==> config.mk <==
export PLATFORM = sky130hd
export DESIGN_NAME = fbp_cfg
export DESIGN_NICKNAME = d
export VERILOG_FILES = /design/src/design/fbp_pkg.sv /design/src/design/fbp_cfg.sv
export SDC_FILE = /design/constraint.sdc
export NUM_CORES = 1
export LEC_CHECK = 0
export BUFFER_PORTS_ARGS = -buffer_cell sky130_fd_sc_hd__buf_2
export CAP_MARGIN = 40
export CORE_MARGIN = 2
export CORE_UTILIZATION = 40
export DETAILED_ROUTE_END_ITERATION = 7
export MAX_ROUTING_LAYER = met4
export PLACE_DENSITY = 0.65
export SETUP_SLACK_MARGIN = 0.05
export SYNTH_ARGS = -nofsm -noshare
export SYNTH_HDL_FRONTEND = slang
export SYNTH_SLANG_ARGS = --single-unit
==> constraint.sdc <==
create_clock -name clk_i -period 1.35 [get_ports clk_i]
set_input_delay 0.27 -clock clk_i [delete_from_list [all_inputs] [get_ports clk_i]]
set_output_delay 0.27 -clock clk_i [all_outputs]
set_load 0.01 [all_outputs]
==> src/design/fbp_pkg.sv <==
// Package for the FIR filter with border passthrough.
// Holds the fixed widths, register codes and word types shared by the modules and testbench.
// Depends on nothing.
package fbp_pkg;

  localparam int MAX_TAPS      = 16;
  localparam int SAMPLE_W      = 16;
  localparam int COEF_W        = 16;
  localparam int COEF_FRAC     = 14;
  localparam int MAX_OUT       = MAX_TAPS / 2 + 1;

  localparam int TAP_W         = 5;
  localparam int LEN_W         = 16;
  localparam int CFG_W         = 64;
  localparam int CFG_IDX_W     = 3;

  localparam int COEF_PER_BANK = CFG_W / COEF_W;
  localparam int SLOT_W        = $clog2(COEF_PER_BANK);
  localparam int BANK_W        = $clog2(MAX_TAPS / COEF_PER_BANK);

  localparam int HALF_W        = $clog2(MAX_TAPS / 2 + 1);
  localparam int WIN           = MAX_TAPS + 1;
  localparam int WIN_IDX_W     = $clog2(WIN);
  localparam int CNT_W         = $clog2(MAX_OUT);

  localparam int PROD_W        = SAMPLE_W + COEF_W;
  localparam int GRP           = 4;
  localparam int NGRP          = MAX_TAPS / GRP;
  localparam int PART_W        = PROD_W + $clog2(GRP);
  localparam int SUM_W         = PART_W + $clog2(NGRP);
  localparam int Q_W           = SUM_W - COEF_FRAC;

  localparam logic [CFG_IDX_W-1:0] REG_TAP_COUNT     = 3'd0;
  localparam logic [CFG_IDX_W-1:0] REG_SERIES_LENGTH = 3'd1;
  localparam logic [CFG_IDX_W-1:0] REG_COEF_BANK_0   = 3'd2;
  localparam logic [CFG_IDX_W-1:0] REG_COEF_BANK_1   = 3'd3;
  localparam logic [CFG_IDX_W-1:0] REG_COEF_BANK_2   = 3'd4;
  localparam logic [CFG_IDX_W-1:0] REG_COEF_BANK_3   = 3'd5;

  localparam logic [COEF_W-1:0] COEF_ONE = COEF_W'(1 << COEF_FRAC);

  typedef logic signed [SAMPLE_W-1:0] sample_t;

  typedef logic [MAX_TAPS-1:0][COEF_W-1:0] coef_arr_t;

  typedef struct packed {
    sample_t sample;
  } in_word_t;

  typedef struct packed {
    sample_t          filtered;
    logic [LEN_W-1:0] position;
    logic             clipped;
    logic             last;
  } out_word_t;

  typedef struct packed {
    logic [TAP_W-1:0]  taps;
    logic [HALF_W-1:0] half;
    logic [LEN_W-1:0]  len;
  } cfg_t;

  typedef struct packed {
    logic [LEN_W-1:0] position;
    logic             pass;
    sample_t          pass_val;
    logic             last;
  } meta_t;

  typedef struct packed {
    meta_t                               meta;
    logic [MAX_TAPS-1:0][SAMPLE_W-1:0]   lane;
  } lane_word_t;

endpackage

==> src/design/fbp_cfg.sv <==
// Configuration registers: tap count, series length and coefficient banks.
// Delivers the clamped tap count, its half and the coefficients; uses fbp_pkg.
module fbp_cfg (
  input  logic                          clk_i,
  input  logic                          rst_ni,
  input  logic                          cfg_we_i,
  input  logic [fbp_pkg::CFG_IDX_W-1:0] cfg_idx_i,
  input  logic [fbp_pkg::CFG_W-1:0]     cfg_data_i,
  output fbp_pkg::cfg_t                 cfg_o,
  output fbp_pkg::coef_arr_t            coef_o
);
  import fbp_pkg::*;

  logic [TAP_W-1:0]     tap_q;
  logic [LEN_W-1:0]     len_q;
  coef_arr_t            coef_q;
  logic [CFG_IDX_W-1:0] bank_diff;
  logic [BANK_W-1:0]    bank_sel;
  logic [TAP_W-1:0]     taps;

  assign bank_diff = cfg_idx_i - REG_COEF_BANK_0;
  assign bank_sel  = bank_diff[BANK_W-1:0];

  always_ff @(posedge clk_i or negedge rst_ni) begin
    if (!rst_ni) begin
      tap_q     <= TAP_W'(1);
      len_q     <= LEN_W'(1);
      coef_q    <= coef_arr_t'(COEF_ONE);
    end else if (cfg_we_i) begin
      case (cfg_idx_i)
        REG_TAP_COUNT: begin
          tap_q <= cfg_data_i[TAP_W-1:0];
        end
        REG_SERIES_LENGTH: begin
          len_q <= cfg_data_i[LEN_W-1:0];
        end
        REG_COEF_BANK_0, REG_COEF_BANK_1, REG_COEF_BANK_2, REG_COEF_BANK_3: begin
          for (int j = 0; j < COEF_PER_BANK; j++) begin
            coef_q[{bank_sel, SLOT_W'(j)}] <= cfg_data_i[j*COEF_W +: COEF_W];
          end
        end
        default: begin
        end
      endcase
    end
  end

  always_comb begin
    if (tap_q == '0) begin
      taps = TAP_W'(1);
    end else if (tap_q > TAP_W'(MAX_TAPS)) begin
      taps = TAP_W'(MAX_TAPS);
    end else begin
      taps = tap_q;
    end
  end

  assign cfg_o.taps = taps;
  assign cfg_o.half = HALF_W'(taps >> 1);
  assign cfg_o.len  = len_q;
  assign coef_o     = coef_q;

endmodule

Word-level counts from Yosys, hierarchy flattened

Index checks and enable logic that the tools add are counted.

Memories kept: 0
Output and inout port bits: 281
Input bits: 70
Word-level logic and storage cells: 57
ROM bits: 0
Latch bits: 0
Flip-flop bits (word level): 277
Memory bits (writable): 0

Reductions and logical operators: 10
Shift operators: 0
Bitwise operators: 0
Multiplexer cells: 14
$add $sub $neg: 1
Div/mod/pow operators: 0
$lt $le $gt $ge: 9
$mul: 0
Eq/ne operators: 5

Operators with widths:

| operator              | count |
|---|---|
| $bwmux W256           | 4 |
| $demux W16 S2         | 4 |
| $mux W16              | 4 |
| $lt A4 B5 Y1 const B  | 4 |
| $ge A4 B1 Y1 const B  | 4 |
| $mux W5               | 2 |
| $eq A3 B2 Y1 const B  | 2 |
| $eq A3 B3 Y1 const B  | 2 |
| $reduce_and A2 Y1     | 3 |
| $gt A5 B5 Y1 const B  | 1 |
| $logic_not A5 Y1      | 1 |
| $logic_and A1 B1 Y1   | 4 |
| $reduce_or A4 Y1      | 1 |
| $eq A3 B1 Y1 const B  | 1 |
| $logic_not A3 Y1      | 1 |
| $sub A2 B2 Y2 const B | 1 |

Logic depth before layout (Yosys ltp)

Gate-level depths: netlist (run 1).

Depth after elaboration: 9
Mapped depth: 4
Mapped depth without buffers: 2

Least setup slack after synthesis (run 1)

Ideal clock, no wire load.

Path kind: input to register
Start point: input cfg_idx_i[0] in the netlist's numbering
End point: register coef_q, in the netlist coef_o[128]
Arrival time: 1.158 ns
Data required time: 1.225 ns
Path slack: 0.067 ns
Path buffers: 2
Cell stages on the path: 4
Library setup time: 0.125 ns
Path through: and4bb_1 buf_6 buf_12 mux2_4

Cells in the longest elaborated chain, start to end: 9
Elaborated cells between the ends (all ways): 16
Those cells by class: add/sub (1); order compare (2); eq/ne (4); mux (6); reduce/logical (3)

Ends and longest elaborated chain:

| what                                                               | line          | RTL |
|---|---|---|
| start: declaration                                                 | fbp_cfg.sv:7  | `input logic [fbp_pkg::CFG_IDX_W-1:0] cfg_idx_i,` |
| $sub A2 B2 Y2                                                      | fbp_cfg.sv:21 | `assign bank_diff = cfg_idx_i - REG_COEF_BANK_0;` |
| $lt A4 B5 Y1 (implied by the code) or $ge A4 B1 Y1 (tied branches) | fbp_cfg.sv:39 | `coef_q[{bank_sel, SLOT_W'(j)}] <= cfg_data_i[j*COEF_W +: COEF_W];` |
| $logic_and A1 B1 Y1 (implied by the code)                          | fbp_cfg.sv:39 |  |
| $mux W16 (implied by the code)                                     | fbp_cfg.sv:39 |  |
| $demux W16 S2                                                      | fbp_cfg.sv:39 |  |
| $bwmux W256 (4 in series)                                          | fbp_cfg.sv:39 |  |
| end signal: assignment                                             | fbp_cfg.sv:28 | `coef_q <= coef_arr_t'(COEF_ONE);` |
| end signal: indexed assignment                                     | fbp_cfg.sv:39 |  |
| end: declaration                                                   | fbp_cfg.sv:16 | `coef_arr_t coef_q;` |

Parallel ways exist; a longest one is shown, timed or not.
A chain may end at the register's enable or synchronous reset.

==> flow_summary.yaml, run 1 <==
placed_design:
  dpl_cell_area_mm2: 0.0135
  port-buffer-count: 350
  dp_hpwl_um: 18200
  routabilityCongestion: 0.774
global_route:
  grtUsageTotal: 0.192
  grt_pass1_wl_um: 42700
  grt_max_degree: 47
  gr-total-overflow: 0
  antenna_found_initial: 0
  grt_pass1_vias: 7608
power_and_ir_drop:
  ir_drop_uv: 954
  p_leak_nw: 8.25
  p_per_area_mw_per_mm2: 1670
timing:
  finalMaxSlewViolations: 0
  tightest_slew_ns: 0.448
  setup_viol: 29
  worst_slack_ns: -0.475
  timing.final.crit_share: 1.35
  fmax_mhz: 548
  rsz0062_at_grt: "yes"
  timing.slew.headroom: 0.701
  min_period_ns: 1.82
  fin_skew_ns: 0
  hold_viol: 0
critical_path:
  crit_start: "tap_q[2]"
  crit_required_ns: 1.08
  r2r_cells: 3
  r2r_end: "coef_o[142]"
  cp-start-kind: "flop"
  worst_r2r_startpoint: "coef_o[142]"
  cp.arrival_ns: 1.55
  crit_type: "flop to output pin"
  cp-endpoint: "cfg_o[20]"
  rrSetupSlack_ns: 0.30
  end_kind: "output pin"
  cp_max_fo: 2
cells_and_area:
  insertedDiodeCount: 0
  areaGrowthSynthToFinish_pct: 51.6
  fin_area_mm2: 0.0167
  drive_gt1_frac: 0.725
  final_util: 0.618
  fin_nets: 1242
floorplanning:
  num_rows: 60
  die_w_um: 170
  dieArea_mm2: 0.0289
  start_util: 0.408
  fp.dieH_um: 170
  ios: 351
  core_area_mm2: 0.0270
drt:
  drt-total-wl_um: 28800
  drc: 0
  final_antenna_net_count: 0
  routed_via_density: 4.74
  drt_iter0_drc: 265
  wl_per_cell_um: 18.7
  drt_pass1_iterations: 4
  dr_total_vias: 7288
yosys:
  synth.distinct_cells: 16
  yosysSeqAreaShare: 0.630
  synthCells: 601
  yosysWarnings: 0
  syn_nets: 671
  ys_ff_latch: 277
  synth_area_leaders: "dfrtp_1, mux2_4, mux2_2"
  yosys.area.top_type_share: 0.622
  syn_area_mm2: 0.0110
  postSynthAreaPerCell_um2: 18.3
  synth_area_leader_cell: "dfrtp_1"
cts:
  clock_sink_count: 277
  h-tree-depth: 1
  cts_buffer_depth: 3
  cts_buffers: 30
  cts-root-buf: "clkbuf_16"
  path_clk_slew_ns: 0.06
  cts_tree: "yes"
  clkLatencyLatePin_ns: 0.54
outcome:
  status: "finished, violations left"
  violations: "negative setup slack"
min_path:
  hold_path_startpoint: "cfg_data_i[10]"
  hp-class: "input pin to flop"
job:
  maxCapViolations: 0
-- critical path, stage by stage, from the launching register on --
cell and delay [ns]:
dfrtp_1 0.37, or3_4 0.39, a21oi_2 0.12, buf_2 0.14
-- layout by cell type, fill, tap and decap left out --
cell type,Yosys,final
mux2_2,147,147
dfrtp_1,274,273
dfstp_2,3,3
clkbuf_16,0,31
clkbuf_1,1,10
nor2b_4,0,1
buf_6,9,130
mux2_4,130,130
inv_6,0,1
buf_2,3,220
buf_8,0,1
a21oi_2,0,1
clkbuf_8,0,9
inv_1,1,1
nor4b_4,1,1
dfrtp_2,0,1
clkinv_2,0,5
buf_12,6,21
and4bb_4,0,2
or3_4,0,1
dlygate4sd3_1,0,42
nor2b_2,0,2
nand4b_1,2,2
and4bb_1,3,1
buf_4,16,160
-- routing by layer --
metal  routed length [µm]  up-vias  part of all wire  global-route usage
li1                     -     3264                 -                   -
met5                    0        -                 0                   -
met2                14900      222              0.52               0.330
met4                  886        0             0.031              0.0598
met3                 1530       60             0.053              0.0370
met1                11400     3742              0.40               0.230
-- cell usage after synthesis --
cell        n
clkbuf_1    1
buf_4      16
or3_1       1
dfrtp_1   274
a21oi_1     1
nor2b_1     3
mux2_4    130
buf_12      6
nand4b_1    2
buf_6       9
nor4b_4     1
and4bb_1    3
dfstp_2     3
inv_1       1
mux2_2    147
buf_2       3
-- metrics by stage --
stage / TNS [ns] / total power, mW / worst slack [ns] / hold slack [ns] / std cells
after floorplan: 0 / 14.4 / 0.0672 / -0.0256 / 601
after global placement: -41.95 / 17.3 / -0.188 / 0.228 / 1306
after detailed placement: -44.23 / 17.4 / -0.218 / 0.225 / 1306
after CTS: -6.04 / 27.1 / -0.533 / 0.0000379 / 1481
after global routing: -11.00 / 29.1 / -0.540 / 0.00770 / 1537
final: -3.19 / 27.9 / -0.475 / 0.0217 / 1537
-- sequential cells by signal, summed over array words and instances (netlist names) --
signal  flops
tap_q       5
len_q      16
coef_o    256
-- worst min path at each step --
stage | end | slack [ns] | depth (start not counted)
final | coef_o[138] | 0.02 | 2
after global routing | coef_o[10] | 0.008 | 2
after CTS | len_q[9] | 0.00004 | 2
after detailed placement | coef_o[214] | 0.23 | 1
after global placement | coef_o[86] | 0.23 | 1
after floorplan | coef_o[0] | -0.03 | 0
-- report_power, final --
part / switching (mW) / internal, mW / total, mW
Combinational: 3.19 / 5.39 / 8.58
Clock: 3.26 / 4.70 / 7.95
Sequential: 1.17 / 10.2 / 11.3
Total: 7.61 / 20.2 / 27.9
-- logic make-up (layout without fill, tap and decap cells) --
group,Yosys count,in the layout,synth area share
simple gates,10,10,0.00943
flops,277,277,0.630
mux,277,277,0.327
buf+inv,36,631,0.0331
compound gates,1,1,0.000454
-- layout make-up --
type                    instances  area [µm²]
clock inverters                 6        33.8
well taps                     341         427
clock buffers                  50         937
inverters                       1        3.75
fillers                      1988       10300
flip-flops and latches        277        6940
repair buffers                574        4620
multi-input cells             288        3740
-- what timing repair did --
item	in CTS	in global routing
endpoints found under the hold margin	245	0
gates resized for setup	117	42
hold buffers	42	0
setup endpoints to repair	281	281
gates cloned	0	0
setup buffers	77	57
pin swaps	2	0
Power figures use the tool's default switching activity.
==> run 2: changes to the inputs <==
Settings changed: CORE_MARGIN 2 to 3.
==> flow_summary.yaml, run 2 (synthesis gave the netlist of run 1 again) <==
global_route:
  grt_pass1_vias: 7377
  grtUsageMet1: 0.230
  grt_max_degree: 57
  busiest_layer: "met2"
  grtUsageTotal: 0.187
  antenna_found_initial: 1
  grt_use_met2: 0.316
  gr-total-overflow: 0
  grt_use_met3: 0.0368
  grt_pass1_wl_um: 42400
outcome:
  violations: "negative setup slack"
  status: "finished, violations left"
power_and_ir_drop:
  seqPwrFrac: 0.401
  combPwrFrac: 0.289
  report.power.total_mw: 28.2
  ir_drop_uv: 1040
  net-switching-power_mw: 7.57
  p_int_mw: 20.7
  p_leak_nw: 8.02
  p_per_area_mw_per_mm2: 1730
  swShare: 0.268
  p_clk_frac: 0.310
critical_path:
  crit_slowest_cell: "dfrtp_1"
  crit_type: "flop to output pin"
  path_delay_family: "flip-flops"
  cp_cell_sequence: "or3_1, a21oi_1, buf_2"
  crit_required_ns: 1.08
  crit_path_max_incr_delay_ns: 0.37
  path_buf_inv: 1
  cp-start-kind: "flop"
  cp_max_fo: 2
  cp.arrival_ns: 1.55
  end_kind: "output pin"
cts:
  cts_buffers: 30
  clkLatencyLatePin_ns: 0.54
  h-tree-depth: 1
  clock_sink_count: 277
  cts-root-buf: "clkbuf_16"
  cts_tree: "yes"
  path_clk_slew_ns: 0.06
  cts_buffer_depth: 3
drt:
  drt_iter0_drc: 236
  final_antenna_net_count: 0
  routed_via_density: 4.71
  wl_per_cell_um: 19.1
  drc: 0
  drt-total-wl_um: 28600
  dr_total_vias: 7034
  drt_pass1_iterations: 4
min_path:
  hp-class: "input pin to flop"
placed_design:
  dp_hpwl_um: 18700
  port-buffer-count: 350
  pre_cts_slack_ns: -0.295
  routabilityCongestion: 0.760
cells_and_area:
  fin_nets: 1198
  areaGrowthSynthToFinish_pct: 48.0
  largest_reg_flops: 256
  final_util: 0.603
  final_cell_mix: "dfrtp_1, buf_2, mux2_2"
  drive_gt1_frac: 0.720
  final_common_cell: "dfrtp_1"
timing:
  rsz0062_at_grt: "yes"
  fin_skew_ns: 0
  setup_viol: 17
  min_period_ns: 1.82
  fin_setup_tns_ns: -2.89
  worst_slack_ns: -0.466
  hold_viol: 0
  finalMaxSlewViolations: 0
  timing.slew.headroom: 0.763
  tightest_slew_ns: 0.354
  timing.final.crit_share: 1.35
  fmax_mhz: 551
floorplanning:
  dieArea_mm2: 0.0296
  num_rows: 60
  start_util: 0.408
  die_w_um: 172
  ios: 351
  fp.dieH_um: 172
  core_area_mm2: 0.0270
job:
  maxCapViolations: 0
==> run 2: path summary, 6_finish.rpt <==
kind	startpoint	end	slack (ns)	depth (start not counted)
max reg2reg	coef_o[161]	coef_o[161]	0.31	3
min in group asynchronous	rst_ni	coef_o[75]	0.24	2
max in group asynchronous	rst_ni	tap_q[4]	0.49	3
min reg2reg	coef_o[241]	coef_o[241]	0.50	1
min	cfg_data_i[62]	coef_o[62]	0.03	2
max	tap_q[1]	cfg_o[20]	-0.47	3
==> run 2: layer usage <==
layer | vias to the layer above | part of all wire | wire, µm
met5 | - | 0 | 0
met4 | 0 | 0.030 | 869
met3 | 55 | 0.055 | 1560
met2 | 217 | 0.51 | 14500
met1 | 3578 | 0.41 | 11600
li1 | 3184 | - | -
==> run 2: power by group through the flow <==
stage | Sequential, mW | Combinational [mW] | Clock, mW
3_3_place_gp | 11.2 | 5.98 | 0
6_report | 11.3 | 8.18 | 8.75
2_1_floorplan | 12.1 | 2.34 | 0
4_1_cts | 11.2 | 7.58 | 8.96
3_5_place_dp | 11.2 | 6.10 | 0
5_1_grt | 11.5 | 8.71 | 9.30
==> run 2: stage by stage <==
step / hold WS (ns) / cell area [µm²] / cells
floorplan: -0.0256 / 11000 / 601
global placement: 0.180 / 13200 / 1288
detailed placement: 0.175 / 13200 / 1288
CTS: 0.000132 / 15800 / 1451
global route: 0.0103 / 16300 / 1494
finish: 0.0250 / 16300 / 1494
==> run 2: layout make-up <==
class                           instances  area [µm²]
Timing Repair Buffer                  530        4120
Antenna cell                            1        2.50
Clock buffer                           41         863
Sequential cell                       277        6940
Clock inverter                         15         211
Tap cell                              341         427
Multi-Input combinational cell        288        3730
Inverter                                1        3.75
Fill cell                            2029       10700
==> run 2: what timing repair did <==
| action | CTS | global route |
|---|---|---|
| buffers inserted | 70 | 42 |
| endpoints found under the hold margin | 402 | 0 |
| gates resized for setup | 116 | 34 |
| pin swaps | 1 | 0 |
| hold buffers | 37 | 0 |
| setup endpoints to repair | 281 | 281 |
