## config.mk

```make
export PLATFORM = sky130hd
export DESIGN_NAME = fbp_mac_flat
export DESIGN_NICKNAME = d
export VERILOG_FILES = /design/src/design/fbp_pkg.sv /design/src/design/fbp_stream_if.sv /design/src/design/fbp_mac.sv /design/src/flat_wrapper.sv
export SDC_FILE = /design/constraint.sdc
export NUM_CORES = 1
export LEC_CHECK = 0
export ABC_AREA = 1
export BUFFER_PORTS_ARGS = -buffer_cell sky130_fd_sc_hd__buf_2
export CORE_AREA = 2 2 212 214
export DETAILED_ROUTE_END_ITERATION = 12
export DIE_AREA = 0 0 214 216
export GPL_TIMING_DRIVEN = 0
export HOLD_SLACK_MARGIN = 0.15
export PLACE_DENSITY_LB_ADDON = 0.05
export SYNTH_ARGS = -nofsm -noshare
export SYNTH_HDL_FRONTEND = slang
export SYNTH_SLANG_ARGS = --single-unit
```

## constraint.sdc

```tcl
create_clock -name clk_i -period 0.8 [get_ports clk_i]
set_input_delay 0.08 -clock clk_i [delete_from_list [all_inputs] [get_ports clk_i]]
set_output_delay 0.08 -clock clk_i [all_outputs]
set_load 0.05 [all_outputs]
```

## src/design/fbp_pkg.sv

```systemverilog
// Package for the FIR filter with border passthrough.
// Holds the fixed widths, register codes and word types shared by the modules and testbench.
// Depends on nothing.
package fbp_pkg;

  localparam int MAX_TAPS      = 16;
  localparam int SAMPLE_W      = 16;
  localparam int COEF_W        = 16;
  localparam int COEF_FRAC     = 14;
  localparam int MAX_OUT       = MAX_TAPS / 2 + 1;

  localparam int TAP_W         = 5;
  localparam int LEN_W         = 16;
  localparam int CFG_W         = 64;
  localparam int CFG_IDX_W     = 3;

  localparam int COEF_PER_BANK = CFG_W / COEF_W;
  localparam int SLOT_W        = $clog2(COEF_PER_BANK);
  localparam int BANK_W        = $clog2(MAX_TAPS / COEF_PER_BANK);

  localparam int HALF_W        = $clog2(MAX_TAPS / 2 + 1);
  localparam int WIN           = MAX_TAPS + 1;
  localparam int WIN_IDX_W     = $clog2(WIN);
  localparam int CNT_W         = $clog2(MAX_OUT);

  localparam int PROD_W        = SAMPLE_W + COEF_W;
  localparam int GRP           = 4;
  localparam int NGRP          = MAX_TAPS / GRP;
  localparam int PART_W        = PROD_W + $clog2(GRP);
  localparam int SUM_W         = PART_W + $clog2(NGRP);
  localparam int Q_W           = SUM_W - COEF_FRAC;

  localparam logic [CFG_IDX_W-1:0] REG_TAP_COUNT     = 3'd0;
  localparam logic [CFG_IDX_W-1:0] REG_SERIES_LENGTH = 3'd1;
  localparam logic [CFG_IDX_W-1:0] REG_COEF_BANK_0   = 3'd2;
  localparam logic [CFG_IDX_W-1:0] REG_COEF_BANK_1   = 3'd3;
  localparam logic [CFG_IDX_W-1:0] REG_COEF_BANK_2   = 3'd4;
  localparam logic [CFG_IDX_W-1:0] REG_COEF_BANK_3   = 3'd5;

  localparam logic [COEF_W-1:0] COEF_ONE = COEF_W'(1 << COEF_FRAC);

  typedef logic signed [SAMPLE_W-1:0] sample_t;

  typedef logic [MAX_TAPS-1:0][COEF_W-1:0] coef_arr_t;

  typedef struct packed {
    sample_t sample;
  } in_word_t;

  typedef struct packed {
    sample_t          filtered;
    logic [LEN_W-1:0] position;
    logic             clipped;
    logic             last;
  } out_word_t;

  typedef struct packed {
    logic [TAP_W-1:0]  taps;
    logic [HALF_W-1:0] half;
    logic [LEN_W-1:0]  len;
  } cfg_t;

  typedef struct packed {
    logic [LEN_W-1:0] position;
    logic             pass;
    sample_t          pass_val;
    logic             last;
  } meta_t;

  typedef struct packed {
    meta_t                               meta;
    logic [MAX_TAPS-1:0][SAMPLE_W-1:0]   lane;
  } lane_word_t;

endpackage

```

## src/design/fbp_stream_if.sv

```systemverilog
// Valid/ready stream channel carrying one word of a chosen payload type.
// Uses no package; the payload type is given at instantiation.
interface fbp_stream_if #(
  parameter type payload_t = logic
) ();
  logic     valid;
  logic     ready;
  payload_t payload;

  modport source (output valid, output payload, input ready);
  modport sink   (input valid, input payload, output ready);
endinterface

```

## src/design/fbp_mac.sv

```systemverilog
// Multiply-accumulate pipeline: tap products, adder tree, rounding and saturation.
// Ends in the result register that drives the output channel; uses fbp_pkg.
module fbp_mac (
  input  logic                clk_i,
  input  logic                rst_ni,
  input  fbp_pkg::coef_arr_t  coef_i,
  input  fbp_pkg::lane_word_t lw_i,
  input  logic                lw_valid_i,
  output logic                take_o,
  fbp_stream_if.source        out_o
);
  import fbp_pkg::*;

  logic                    s2_v_q, s3_v_q, s4_v_q, out_v_q;
  meta_t                   s2_meta_q, s3_meta_q, s4_meta_q;
  logic signed [PROD_W-1:0] prod_d [MAX_TAPS];
  logic signed [PROD_W-1:0] prod_q [MAX_TAPS];
  logic signed [PART_W-1:0] part_d [NGRP];
  logic signed [PART_W-1:0] part_q [NGRP];
  logic signed [SUM_W-1:0]  sum_d, sum_q;
  out_word_t               out_d, out_q;
  logic                    en_o, en4, en3;

  logic [Q_W-1:0]          q;
  logic [COEF_FRAC-1:0]    rem;
  logic                    inc, ovf;
  logic signed [Q_W:0]     qr;
  logic [Q_W-SAMPLE_W+1:0] top;
  sample_t                 sat, val;

  assign en_o   = !out_v_q || out_o.ready;
  assign en4    = !s4_v_q || en_o;
  assign en3    = !s3_v_q || en4;
  assign take_o = !s2_v_q || en3;

  always_comb begin
    for (int k = 0; k < MAX_TAPS; k++) begin
      prod_d[k] = $signed(lw_i.lane[k]) * $signed(coef_i[k]);
    end
    for (int g = 0; g < NGRP; g++) begin
      part_d[g] = '0;
      for (int j = 0; j < GRP; j++) begin
        part_d[g] = part_d[g] + PART_W'(prod_q[g*GRP + j]);
      end
    end
    sum_d = '0;
    for (int g = 0; g < NGRP; g++) begin
      sum_d = sum_d + SUM_W'(part_q[g]);
    end
  end

  // Round half to even, then saturate to the sample width.
  always_comb begin
    q   = sum_q[SUM_W-1:COEF_FRAC];
    rem = sum_q[COEF_FRAC-1:0];
    inc = rem[COEF_FRAC-1] && ((|rem[COEF_FRAC-2:0]) || q[0]);
    qr  = $signed({q[Q_W-1], q}) + $signed({{Q_W{1'b0}}, inc});
    top = qr[Q_W:SAMPLE_W-1];
    ovf = !((&top) || (~|top));
    sat = qr[Q_W] ? {1'b1, {(SAMPLE_W-1){1'b0}}} : {1'b0, {(SAMPLE_W-1){1'b1}}};
    val = ovf ? sat : qr[SAMPLE_W-1:0];
    out_d.filtered = s4_meta_q.pass ? s4_meta_q.pass_val : val;
    out_d.position = s4_meta_q.position;
    out_d.clipped  = !s4_meta_q.pass && ovf;
    out_d.last     = s4_meta_q.last;
  end

  always_ff @(posedge clk_i or negedge rst_ni) begin
    if (!rst_ni) begin
      s2_v_q  <= 1'b0;
      s3_v_q  <= 1'b0;
      s4_v_q  <= 1'b0;
      out_v_q <= 1'b0;
    end else begin
      if (take_o) begin
        s2_v_q <= lw_valid_i;
      end
      if (en3) begin
        s3_v_q <= s2_v_q;
      end
      if (en4) begin
        s4_v_q <= s3_v_q;
      end
      if (en_o) begin
        out_v_q <= s4_v_q;
      end
    end
  end

  always_ff @(posedge clk_i) begin
    if (take_o && lw_valid_i) begin
      prod_q    <= prod_d;
      s2_meta_q <= lw_i.meta;
    end
    if (en3 && s2_v_q) begin
      part_q    <= part_d;
      s3_meta_q <= s2_meta_q;
    end
    if (en4 && s3_v_q) begin
      sum_q     <= sum_d;
      s4_meta_q <= s3_meta_q;
    end
    if (en_o && s4_v_q) begin
      out_q <= out_d;
    end
  end

  assign out_o.valid   = out_v_q;
  assign out_o.payload = out_q;

  a_take_lands: assert property (@(posedge clk_i) disable iff (!rst_ni)
    (take_o && lw_valid_i) |=> s2_v_q)
    else $error("lane word taken but lost at the product stage");

  a_s2_holds: assert property (@(posedge clk_i) disable iff (!rst_ni)
    (s2_v_q && !en3) |=> (s2_v_q && $stable(s2_meta_q)))
    else $error("stalled product stage changed");

  a_sum_reaches_out: assert property (@(posedge clk_i) disable iff (!rst_ni)
    (s4_v_q && en_o) |=> out_v_q)
    else $error("finished sum did not reach the result register");

endmodule

```

## src/flat_wrapper.sv

```systemverilog
// flat-port wrapper written by rule: the top's interface ports become plain ports
module fbp_mac_flat import fbp_pkg::*;
  (clk_i, rst_ni, coef_i, lw_i, lw_valid_i, take_o, out_o_valid, out_o_payload, out_o_ready);
  fbp_stream_if out_o_i ();
  input  logic clk_i;
  input  logic rst_ni;
  input  fbp_pkg::coef_arr_t coef_i;
  input  fbp_pkg::lane_word_t lw_i;
  input  logic lw_valid_i;
  output logic take_o;
  output wire logic [$bits(out_o_i.valid)-1:0] out_o_valid;
  output wire logic [$bits(out_o_i.payload)-1:0] out_o_payload;
  input wire logic [$bits(out_o_i.ready)-1:0] out_o_ready;
  assign out_o_valid = out_o_i.valid;
  assign out_o_payload = out_o_i.payload;
  assign out_o_i.ready = out_o_ready;
  fbp_mac u_core (.clk_i(clk_i), .rst_ni(rst_ni), .coef_i(coef_i), .lw_i(lw_i), .lw_valid_i(lw_valid_i), .take_o(take_o), .out_o(out_o_i));
endmodule
```

Word-level counts from Yosys, hierarchy flattened:

Cells that the tools add are included.
W data, S select, Z words.

* output and inout bits: 3
* input bits: 550
* word-level logic and storage cells: 20
* register bits after elaboration: 8

* reductions and logical operators: 12

Operators by type and width (number)
* $logic_and A1 B1 Y1: 4
* $logic_not A1 Y1: 4
* $logic_or A1 B1 Y1: 4

Logic depth before layout (Yosys ltp):

Gate-level depths: netlist of the first run.

* depth after elaboration: 6
* depth in mapped cells: 5
* depth with buffers taken out: 5

Least setup slack after synthesis of the first run:

No wires, ideal clock.

* path type: reg2reg
* from: register u_core.out_v_q (netlist: u_core.out_o.valid)
* to: register u_core.s2_v_q
* data required time: 0.715 ns
* slack: -0.827 ns
* buffers on the path: 0
* stages on the path, launching flop included: 5
* period minus slack after synthesis: 1.627 ns
* arrival: 1.542 ns
* library setup time: 0.085 ns
* path through: dfrtp_1 > inv_1 > nor2_2 > nand4_1 > nand2_1

* cells in the longest elaborated chain, start to end: 5

Ends and longest elaborated chain
* start: declaration: line fbp_mac.sv:14 `logic s2_v_q, s3_v_q, s4_v_q, out_v_q;`
* start signal: assignment: line fbp_mac.sv:85 `out_v_q <= s4_v_q;`
* $logic_not A1 Y1: line fbp_mac.sv:31 `assign en_o = !out_v_q || out_o.ready;`
* $logic_or A1 B1 Y1: line fbp_mac.sv:31
* $logic_or A1 B1 Y1: line fbp_mac.sv:32 `assign en4 = !s4_v_q || en_o;`
* $logic_or A1 B1 Y1: line fbp_mac.sv:33 `assign en3 = !s3_v_q || en4;`
* $logic_or A1 B1 Y1: line fbp_mac.sv:34 `assign take_o = !s2_v_q || en3;`
* named net take_o: line flat_wrapper.sv:10 `output logic take_o;`
* end signal: assignment: line fbp_mac.sv:76 `s2_v_q <= lw_valid_i;`
* end: declaration: line fbp_mac.sv:14

The timed path passes the listed nets, and every way through them passes these cells.
A chain may end at the register's enable or synchronous reset.

Worst setup path in the final report of the first run:

* from: register u_core.out_v_q (netlist: u_core.out_o.valid)
* to: output take_o

* cells in the longest elaborated chain, start to end: 5

Ends and longest elaborated chain (line)
* $logic_not A1 Y1: fbp_mac.sv:31
* $logic_or A1 B1 Y1: fbp_mac.sv:31
* $logic_or A1 B1 Y1: fbp_mac.sv:32
* $logic_or A1 B1 Y1: fbp_mac.sv:33
* $logic_or A1 B1 Y1: fbp_mac.sv:34
* end: declaration: flat_wrapper.sv:10

No other way between the ends.

==> results.md, run 1 <==
* Io pins at 553
* Vias at 241
* Final Util at 0.0285
* GRT Util Overall at 0.00507
* WHS at 121 ps
* Hold path start: out_o_ready
* Yosys top cell by area: edfxtp_1
* Number of library cell types mapped by synthesis at 8
* Worst slew margin at 0.889
* Site Rows at 77
* Reg2Reg Setup Slack at -350 ps
* Final Hold Fails at 0
* Synth Instances at 28
* Reg-to-reg startpoint: u_core.out_o.valid
* Syn Area/Cell at 10.9 um^2
* Critical path class: reg2out
* Capture point of the worst reg-to-reg path: u_core.out_d[0]
* Pwr dens at 1470 mW/mm^2
* Count leader, synth: inv_1
* Slew at the pin closest to its max-slew limit at 165 ps
* Peak supply drop at 0.000449 V
* Grt met1 use at 0.00536
* Maximum clock path buffer count at 2
* Initial DRC count at 7
* PnR worst setup slack at -359 ps
* Vias per cell at 0.378
* Antenna viol nets, final at 0
* Largest net degree at the start of global routing at 6
* Routed len/inst at 1.65 um
* Port bufs at 7
* Layout Skew at 2.41 ps
* Crit path time final at 1160 ps
* Ys Warns at 0
* GP Congestion at 0.511
* Fmax at 0.863 GHz
* Worst skew pair latency at 230 ps
* Sequential fraction of the synthesis area at 0.724
* Synth-to-layout area growth at 311%
* Total power draw at 1.84 mW
* Die width at 214 um
* Die Area at 0.0462 mm^2
* TritonCTS clock tree: done
* Hold WC Path Type: in2reg
* Failing checks: setup timing
* Share of cells above drive strength 1 at 0.422
* CTS Buf Count at 3
* First-pass GRT wire length at 1610 um
* DRC errors left at 0
* EDFF count, synth at 4
* Die Y at 216 um
* Synth top area cells: edfxtp_1, dfrtp_1, inv_1
* Final Cycle Share at 1.45
* Met2 Use GR at 0.00801
* Initial antenna violation count at 0
* RSZ-0062 raised after global routing: true
* WP data required at 720 ps
* Nets at 596
* Hold path endpoint: u_core.out_o.valid
* Crit. End Element: output port
* Worst setup SP type: flop
* Post-synth top area share at 0.395
* Syn Std Cell Area at 304 um^2
* # diodes at 0
* Status: complete, but fails checks
* Initial Util at 0.00694
* DP Area at 0.00108 mm^2
* Grt ovf at 0
* CP Launch Point: u_core.out_o.valid
* Most frequent cells after synthesis: inv_1, nand2_1, dfrtp_1, edfxtp_1, nor2_1
* Final instance area at 0.00125 mm^2
* Ys flop type: edfxtp_1
* DR pass1 iterations at 2
* HPWL after DPL at 849 um
* WL final at 1050 um
* Crit path DAT at 1080 ps
* # setup viols final at 10
* GR Util met3 at 0.00324
* Root buf cell: clkbuf_16
* Vias in the first global route at 282
* Most Crowded Layer GR: met2
* Hold Path Stages at 2
* FFs w/ async S/R, synth at 0.500
* CORE AREA at 0.0438 mm^2
* CTS sink count at 8
* Leakage at 0.253 nW
* H-tree depth at 1
* Max cap viols at 0
* Final Max Slew Viols at 0
* Worst Reg-to-Reg Cells at 6
* FF+latch count, synth at 8
* Worst-path clk slew at 40 ps
* Post-Route Setup TNS at -2170 ps
* CP max FO at 2
* Net Count, Synth at 578
[kinds of logic after synthesis]
group | after synthesis | synth area share
compound gates | 1 | 0.0164
buf+inv | 7 | 0.0864
flops | 8 | 0.724
simple gates | 12 | 0.173
[worst max-delay path, stage by stage (launching register included)]
cell and delay, ps:
dfrtp_2 360, inv_2 50, nor2_4 100, nand4_1 150, buf_6 200
[per-layer routing]
| layer | part of all wire | wire length (um) | vias to the layer above |
|---|---|---|---|
| li1 | - | - | 119 |
| met1 | 0.44 | 460 | 111 |
| met2 | 0.48 | 505 | 11 |
| met3 | 0.082 | 86 | 0 |
| met4 | 0 | 0 | 0 |
| met5 | 0 | 0 | - |
[final cells by class]
type,count,area [um^2]
clock buffer,4,78.8
fill,5228,42600
inverter,7,26.3
multi-input combinational,13,75.1
sequential,8,221
tap,592,741
timing repair buffer,13,106
[sequential cells by signal (all words and copies together), names as in the netlist]
signal                count
u_core.s2_meta_q          1
u_core.out_o.payload      1
u_core.s4_v_q             1
u_core.s2_v_q             1
u_core.out_d              1
u_core.s3_meta_q          1
u_core.out_o.valid        1
u_core.s3_v_q             1
[power breakdown]
group,leakage (nW),internal [mW],switching (mW)
logic,0.133,0.147,0.235
clock network,0.0382,0.667,0.221
registers,0.0823,0.517,0.0516
total,0.253,1.33,0.508
[timing repair]
action | 4_1_cts | 5_1_grt
pin swaps | 2 | 3
hold endpoints to repair | 7 | 0
hold buffers | 3 | 0
setup buffers | 6 | 1
setup endpoints to repair | 9 | 10
gates resized for setup | 9 | 4
[stage by stage]
stage	instances	setup slack [ps]
CTS	638	-391
global route	637	-443
finish	637	-359
global placement	627	-284
floorplan	28	-678
detailed placement	627	-268
[worst max path at each step]
stage	endpoint	slack, ps	cells after the start
2_1_floorplan	u_core.s2_v_q	-680	4
3_3_place_gp	u_core.s2_meta_q[0]	-280	3
3_5_place_dp	u_core.out_o.payload	-270	3
4_1_cts	take_o	-390	4
5_1_grt	take_o	-440	4
6_report	take_o	-360	4
[placed cells by master, fill, tap and decap left out, types with 2 or more instances in the layout]
cell,synthesis,final
nor2_4,0,2
inv_1,7,6
dfrtp_1,4,3
edfxtp_1,4,4
buf_2,0,4
buf_4,0,3
clkbuf_16,0,3
nand4_1,2,2
nand2_2,0,2
nor2_1,3,2
dlygate4sd3_1,0,3
buf_6,0,3
nand2_1,6,4
Power figures use the tool's default switching activity.
==> inputs of run 2 (changes only) <==
--- a/config.mk
+++ b/config.mk
@@ -14,4 +14,5 @@
 export HOLD_SLACK_MARGIN = 0.15
 export PLACE_DENSITY_LB_ADDON = 0.05
+export SLEW_MARGIN = 20
 export SYNTH_ARGS = -nofsm -noshare
 export SYNTH_HDL_FRONTEND = slang
==> constraint.sdc (replaced) <==
create_clock -name clk_i -period 0.8 [get_ports clk_i]
set_input_delay 0.16 -clock clk_i [delete_from_list [all_inputs] [get_ports clk_i]]
set_output_delay 0.16 -clock clk_i [all_outputs]
set_load 0.05 [all_outputs]
==> run 2 against run 1 <==
The run still ends with setup timing left. Hold slack worse by 13 ps. Sequential power up 2%. Clock power about the same. Wire length down 0.28%. Total power up 0.95%. Clock-buffer cell count unchanged. Combinational power up 2%. Design area down 0.10%. Die area unchanged. Critical path type unchanged. Critical endpoint unchanged. Largest cell class unchanged.
==> results.md, run 2 (same netlist as run 1, synthesis figures left out) <==
* Leakage at 0.250 nW
* CTS Buf Count at 3
* Cts hold-fix bufs at 2
* DR pass1 iterations at 2
* First-pass GRT wire length at 1620 um
* Antenna viol nets, final at 0
* CORE AREA at 0.0438 mm^2
* Fin cells at 636
* Combinational power share at 0.211
* Crit path time final at 1210 ps
* WHS at 107 ps
* Share of cells above drive strength 1 at 0.523
* Fmax at 0.826 GHz
* Cell internal pwr at 1.34 mW
* Sequential share of power at 0.313
* Pwr dens at 1490 mW/mm^2
* Failing checks: setup timing
* Largest net degree at the start of global routing at 6
* Worst setup SP type: flop
* Worst slew margin at 0.889
* Routed len/inst at 1.65 um
* Vias per cell at 0.379
* Maximum clock path buffer count at 2
* Final Max Slew Viols at 0
* Worst-path clk slew at 40 ps
* CTS sink count at 8
* Final Util at 0.0285
* Slowest CP cell: dfrtp_2
* Io pins at 553
* Critical path class: reg2out
* CP max FO at 2
* Die width at 214 um
* GP Congestion at 0.511
* Site Rows at 77
* Port bufs at 7
* Switching Fraction at 0.280
* DRC errors left at 0
* RSZ-0062 raised after global routing: true
* Initial antenna violation count at 0
* Root buf cell: clkbuf_16
* HPWL after DPL at 849 um
* Slew at the pin closest to its max-slew limit at 165 ps
* Crit. End Element: output port
* WL final at 1050 um
* Vias at 241
* Hold WC Path Type: in2reg
* Initial Util at 0.00694
* Status: complete, but fails checks
* Final instance area at 0.00125 mm^2
* Sw Pwr at 0.520 mW
* Clk pwr share at 0.477
* DP Area at 0.00108 mm^2
* Worst skew pair latency at 230 ps
* WP data required at 640 ps
* Die Y at 216 um
* Worst path max stage delay at 360 ps
* Crit path DAT at 1050 ps
* TritonCTS clock tree: done
* Crit path cell chain: inv_2, nor2_4, nand4_1, buf_6
* Hold Path Stages at 1
* Vias in the first global route at 274
* Most frequent cells in the layout: inv_1, buf_2, edfxtp_1
* GRT Util Overall at 0.00507
* Final Hold Fails at 0
* Synth-to-layout area growth at 310%
* # diodes at 0
* PnR worst setup slack at -410 ps
* Place WS at -310 ps
* Worst Reg-to-Reg Cells at 4
* Peak supply drop at 0.000445 V
* Nets at 595
* Final Cycle Share at 1.51
* H-tree depth at 1
* # setup viols final at 10
* Max cap viols at 0
* Grt ovf at 0
* Layout Skew at 3.25 ps
* Placed Cells incl. Taps at 627
* Initial DRC count at 3
* Die Area at 0.0462 mm^2
[run 2: metrics by stage]
step	setup TNS (ps)	power, mW
final	-2270	1.86
after global routing	-2900	1.97
after CTS	-2660	1.91
after detailed placement	-1510	0.852
after global placement	-1680	0.867
after floorplan	-2470	0.739
[run 2: final timing paths]
kind | startpoint | slack [ps] | end
max | u_core.out_o.valid | -410 | take_o
min in group asynchronous | rst_ni | 270 | u_core.s2_v_q
min reg2reg | u_core.out_d[0] | 410 | u_core.out_o.payload
min | lw_i[256] | 110 | u_core.s2_meta_q[0]
max reg2reg | u_core.out_o.valid | -340 | u_core.s2_meta_q[0]
max in group asynchronous | rst_ni | 370 | u_core.s4_v_q
[run 2: layout make-up]
| type | count | area [um^2] |
|---|---|---|
| Clock buffer | 4 | 78.8 |
| Fill cell | 5233 | 42600 |
| Inverter | 7 | 26.3 |
| Multi-Input combinational cell | 13 | 82.6 |
| Sequential cell | 8 | 223 |
| Tap cell | 592 | 741 |
| Timing Repair Buffer | 12 | 96.3 |
[run 2: per-layer routing]
layer  vias to the layer above  global-route usage  part of all wire
met3                         0             0.00324             0.082
met5                         -                   0                 0
li1                        120                   -                 -
met1                       110             0.00562              0.44
met2                        11             0.00768              0.47
met4                         0             0.00210                 0
[run 2: power groups by stage]
stage | Combinational (mW) | Clock, mW | Sequential (mW)
4_1_cts | 0.406 | 0.927 | 0.576
2_1_floorplan | 0.102 | 0 | 0.637
6_report | 0.391 | 0.885 | 0.580
3_5_place_dp | 0.271 | 0 | 0.582
3_3_place_gp | 0.279 | 0 | 0.589
5_1_grt | 0.434 | 0.938 | 0.596
[run 2: worst max-delay path, delay by kind of cell (launching register included)]
kind | cells | cell delay [ps]
DFF | 1 | 360
buffers and inverters | 2 | 250
and+or+nand+nor | 2 | 210
[run 2: what timing repair did]
action | CTS | global route
gates resized for setup | 13 | 4
hold endpoints to repair | 6 | 1
setup buffers | 71 | 1
setup endpoints to repair | 9 | 11
pin swaps | 2 | 3
==> inputs of run 3 (changes only) <==
PLACE_DENSITY = 0.3   (was not set)
PLACE_DENSITY_LB_ADDON = not set   (was 0.05)
==> run 3 against run 2 <==
The run still ends with setup timing left. Clock power fell by 2%. Hold slack worse by 2.6 ps. Largest power group unchanged. Setup slack got worse by 32 ps. Largest cell class unchanged. Non-clock buffer count stayed put. Wire length increased by 23%. Critical endpoint unchanged.
==> results.md, run 3 (same netlist as run 1, synthesis figures left out) <==
* Vias per cell at 0.391
* Hold Path Stages at 1
* # setup viols final at 10
* Initial DRC count at 5
* Crit. End Element: output port
* Root buf cell: clkbuf_16
* HPWL after DPL at 1100 um
* TritonCTS clock tree: done
* Failing checks: setup timing
* Crit path DAT at 1080 ps
* Worst-path clk slew at 40 ps
* Leakage at 0.258 nW
* Reg-to-reg startpoint: u_core.out_o.valid
* Port bufs at 7
* Antenna viol nets, final at 0
* Hold path start: lw_i[256]
* Largest net degree at the start of global routing at 6
* Nets at 595
* Most common cell after layout, fill and taps aside: inv_1
* WL final at 1290 um
* Max cap viols at 0
* GR Util met3 at 0.0109
* Layout Skew at 3.86 ps
* Worst Reg-to-Reg Cells at 7
* Status: complete, but fails checks
* RSZ-0062 raised after global routing: true
* DR pass1 iterations at 3
* Combinational power share at 0.235
* Worst slew margin at 0.872
* Final Hold Fails at 0
* Slew at the pin closest to its max-slew limit at 192 ps
* CP Launch Point: u_core.out_o.valid
* Most frequent cells in the layout: inv_1, buf_2, buf_6, edfxtp_1
* Clk pwr share at 0.462
* Hold path endpoint: u_core.s2_meta_q[0]
* WP data required at 640 ps
* CP max FO at 2
* Cts hold-fix bufs at 1
* Final Cycle Share at 1.55
* Cell internal pwr at 1.36 mW
* Die Y at 216 um
* Post-Route Setup TNS at -2470 ps
* Initial antenna violation count at 2
* H-tree depth at 1
* Final Max Slew Viols at 0
* Routed len/inst at 2.03 um
* GP Congestion at 0.511
* DRC errors left at 0
* Met2 Use GR at 0.00790
* Crit path time final at 1240 ps
* Io pins at 553
* CORE AREA at 0.0438 mm^2
* Grt ovf at 0
* Die width at 214 um
* Peak supply drop at 0.000575 V
* Vias at 249
* Fmax at 0.805 GHz
* Pwr dens at 1490 mW/mm^2
* GRT Util Overall at 0.00696
* PnR worst setup slack at -442 ps
* Share of cells above drive strength 1 at 0.500
* Hold WC Path Type: in2reg
* Grt met1 use at 0.00596
* Reg2Reg Setup Slack at -400 ps
* Maximum clock path buffer count at 2
* Total power draw at 1.88 mW
* First-pass GRT wire length at 1820 um
* CTS sink count at 8
* Vias in the first global route at 253
* Synth-to-layout area growth at 314%
* Switching Fraction at 0.273
* Site Rows at 77
* Die Area at 0.0462 mm^2
* Sw Pwr at 0.513 mW
* Capture point of the worst reg-to-reg path: u_core.out_d[0]
* Worst skew pair latency at 230 ps
* Sequential share of power at 0.303
* Worst setup SP type: flop
* CTS Buf Count at 3
* Most Crowded Layer GR: met3
* Initial Util at 0.00694
* Critical path class: reg2out
-- run 3: critical path, cell delays in order (launching register included) --
cell and delay [ps]:
dfrtp_2 360, inv_2 50, nor2_4 80, nand4_1 150
buf_6 210
-- run 3: routing by layer --
| metal | vias up | wire, um | share of wire |
|---|---|---|---|
| li1 | 121 | - | - |
| met1 | 114 | 469 | 0.36 |
| met2 | 10 | 520 | 0.40 |
| met3 | 4 | 268 | 0.21 |
| met4 | 0 | 36 | 0.028 |
| met5 | - | 0 | 0 |
-- run 3: worst max-delay path by stage --
stage,to,cells after the start
floorplan,u_core.s2_v_q,4
global placement,take_o,4
detailed placement,take_o,4
CTS,take_o,4
global route,take_o,4
finish,take_o,4
-- run 3: area by class of cell --
class,count,area (um^2)
Fill cell,5218,42600
Inverter,7,26.3
Clock buffer,4,78.8
Multi-Input combinational cell,13,82.6
Timing Repair Buffer,12,105
Antenna cell,1,2.50
Tap cell,592,741
Sequential cell,8,221
-- run 3: through the flow --
stage / cell area [um^2] / utilization / std cells / setup WS [ps] / hold slack (ps)
2_1_floorplan: 305 / - / 28 / -678 / -136
3_3_place_gp: 1080 / 0.0247 / 627 / -314 / -17.9
3_5_place_dp: 1080 / 0.0247 / 627 / -312 / -20.8
4_1_cts: 1250 / 0.0284 / 637 / -476 / 102
5_1_grt: 1250 / 0.0286 / 636 / -550 / 103
6_report: 1260 / 0.0287 / 637 / -442 / 105
-- run 3: what timing repair did --
item,in CTS,in global routing
endpoints found under the hold margin,5,1
resized for setup,11,7
endpoints found under the setup margin,9,11
setup buffers,5,1
pin swaps,3,3
-- run 3: power groups by stage --
stage	clock network, mW	registers (mW)	logic (mW)
2_1_floorplan	0	0.637	0.102
3_3_place_gp	0	0.566	0.277
3_5_place_dp	0	0.565	0.276
4_1_cts	0.878	0.558	0.440
5_1_grt	0.904	0.580	0.485
6_report	0.868	0.569	0.441
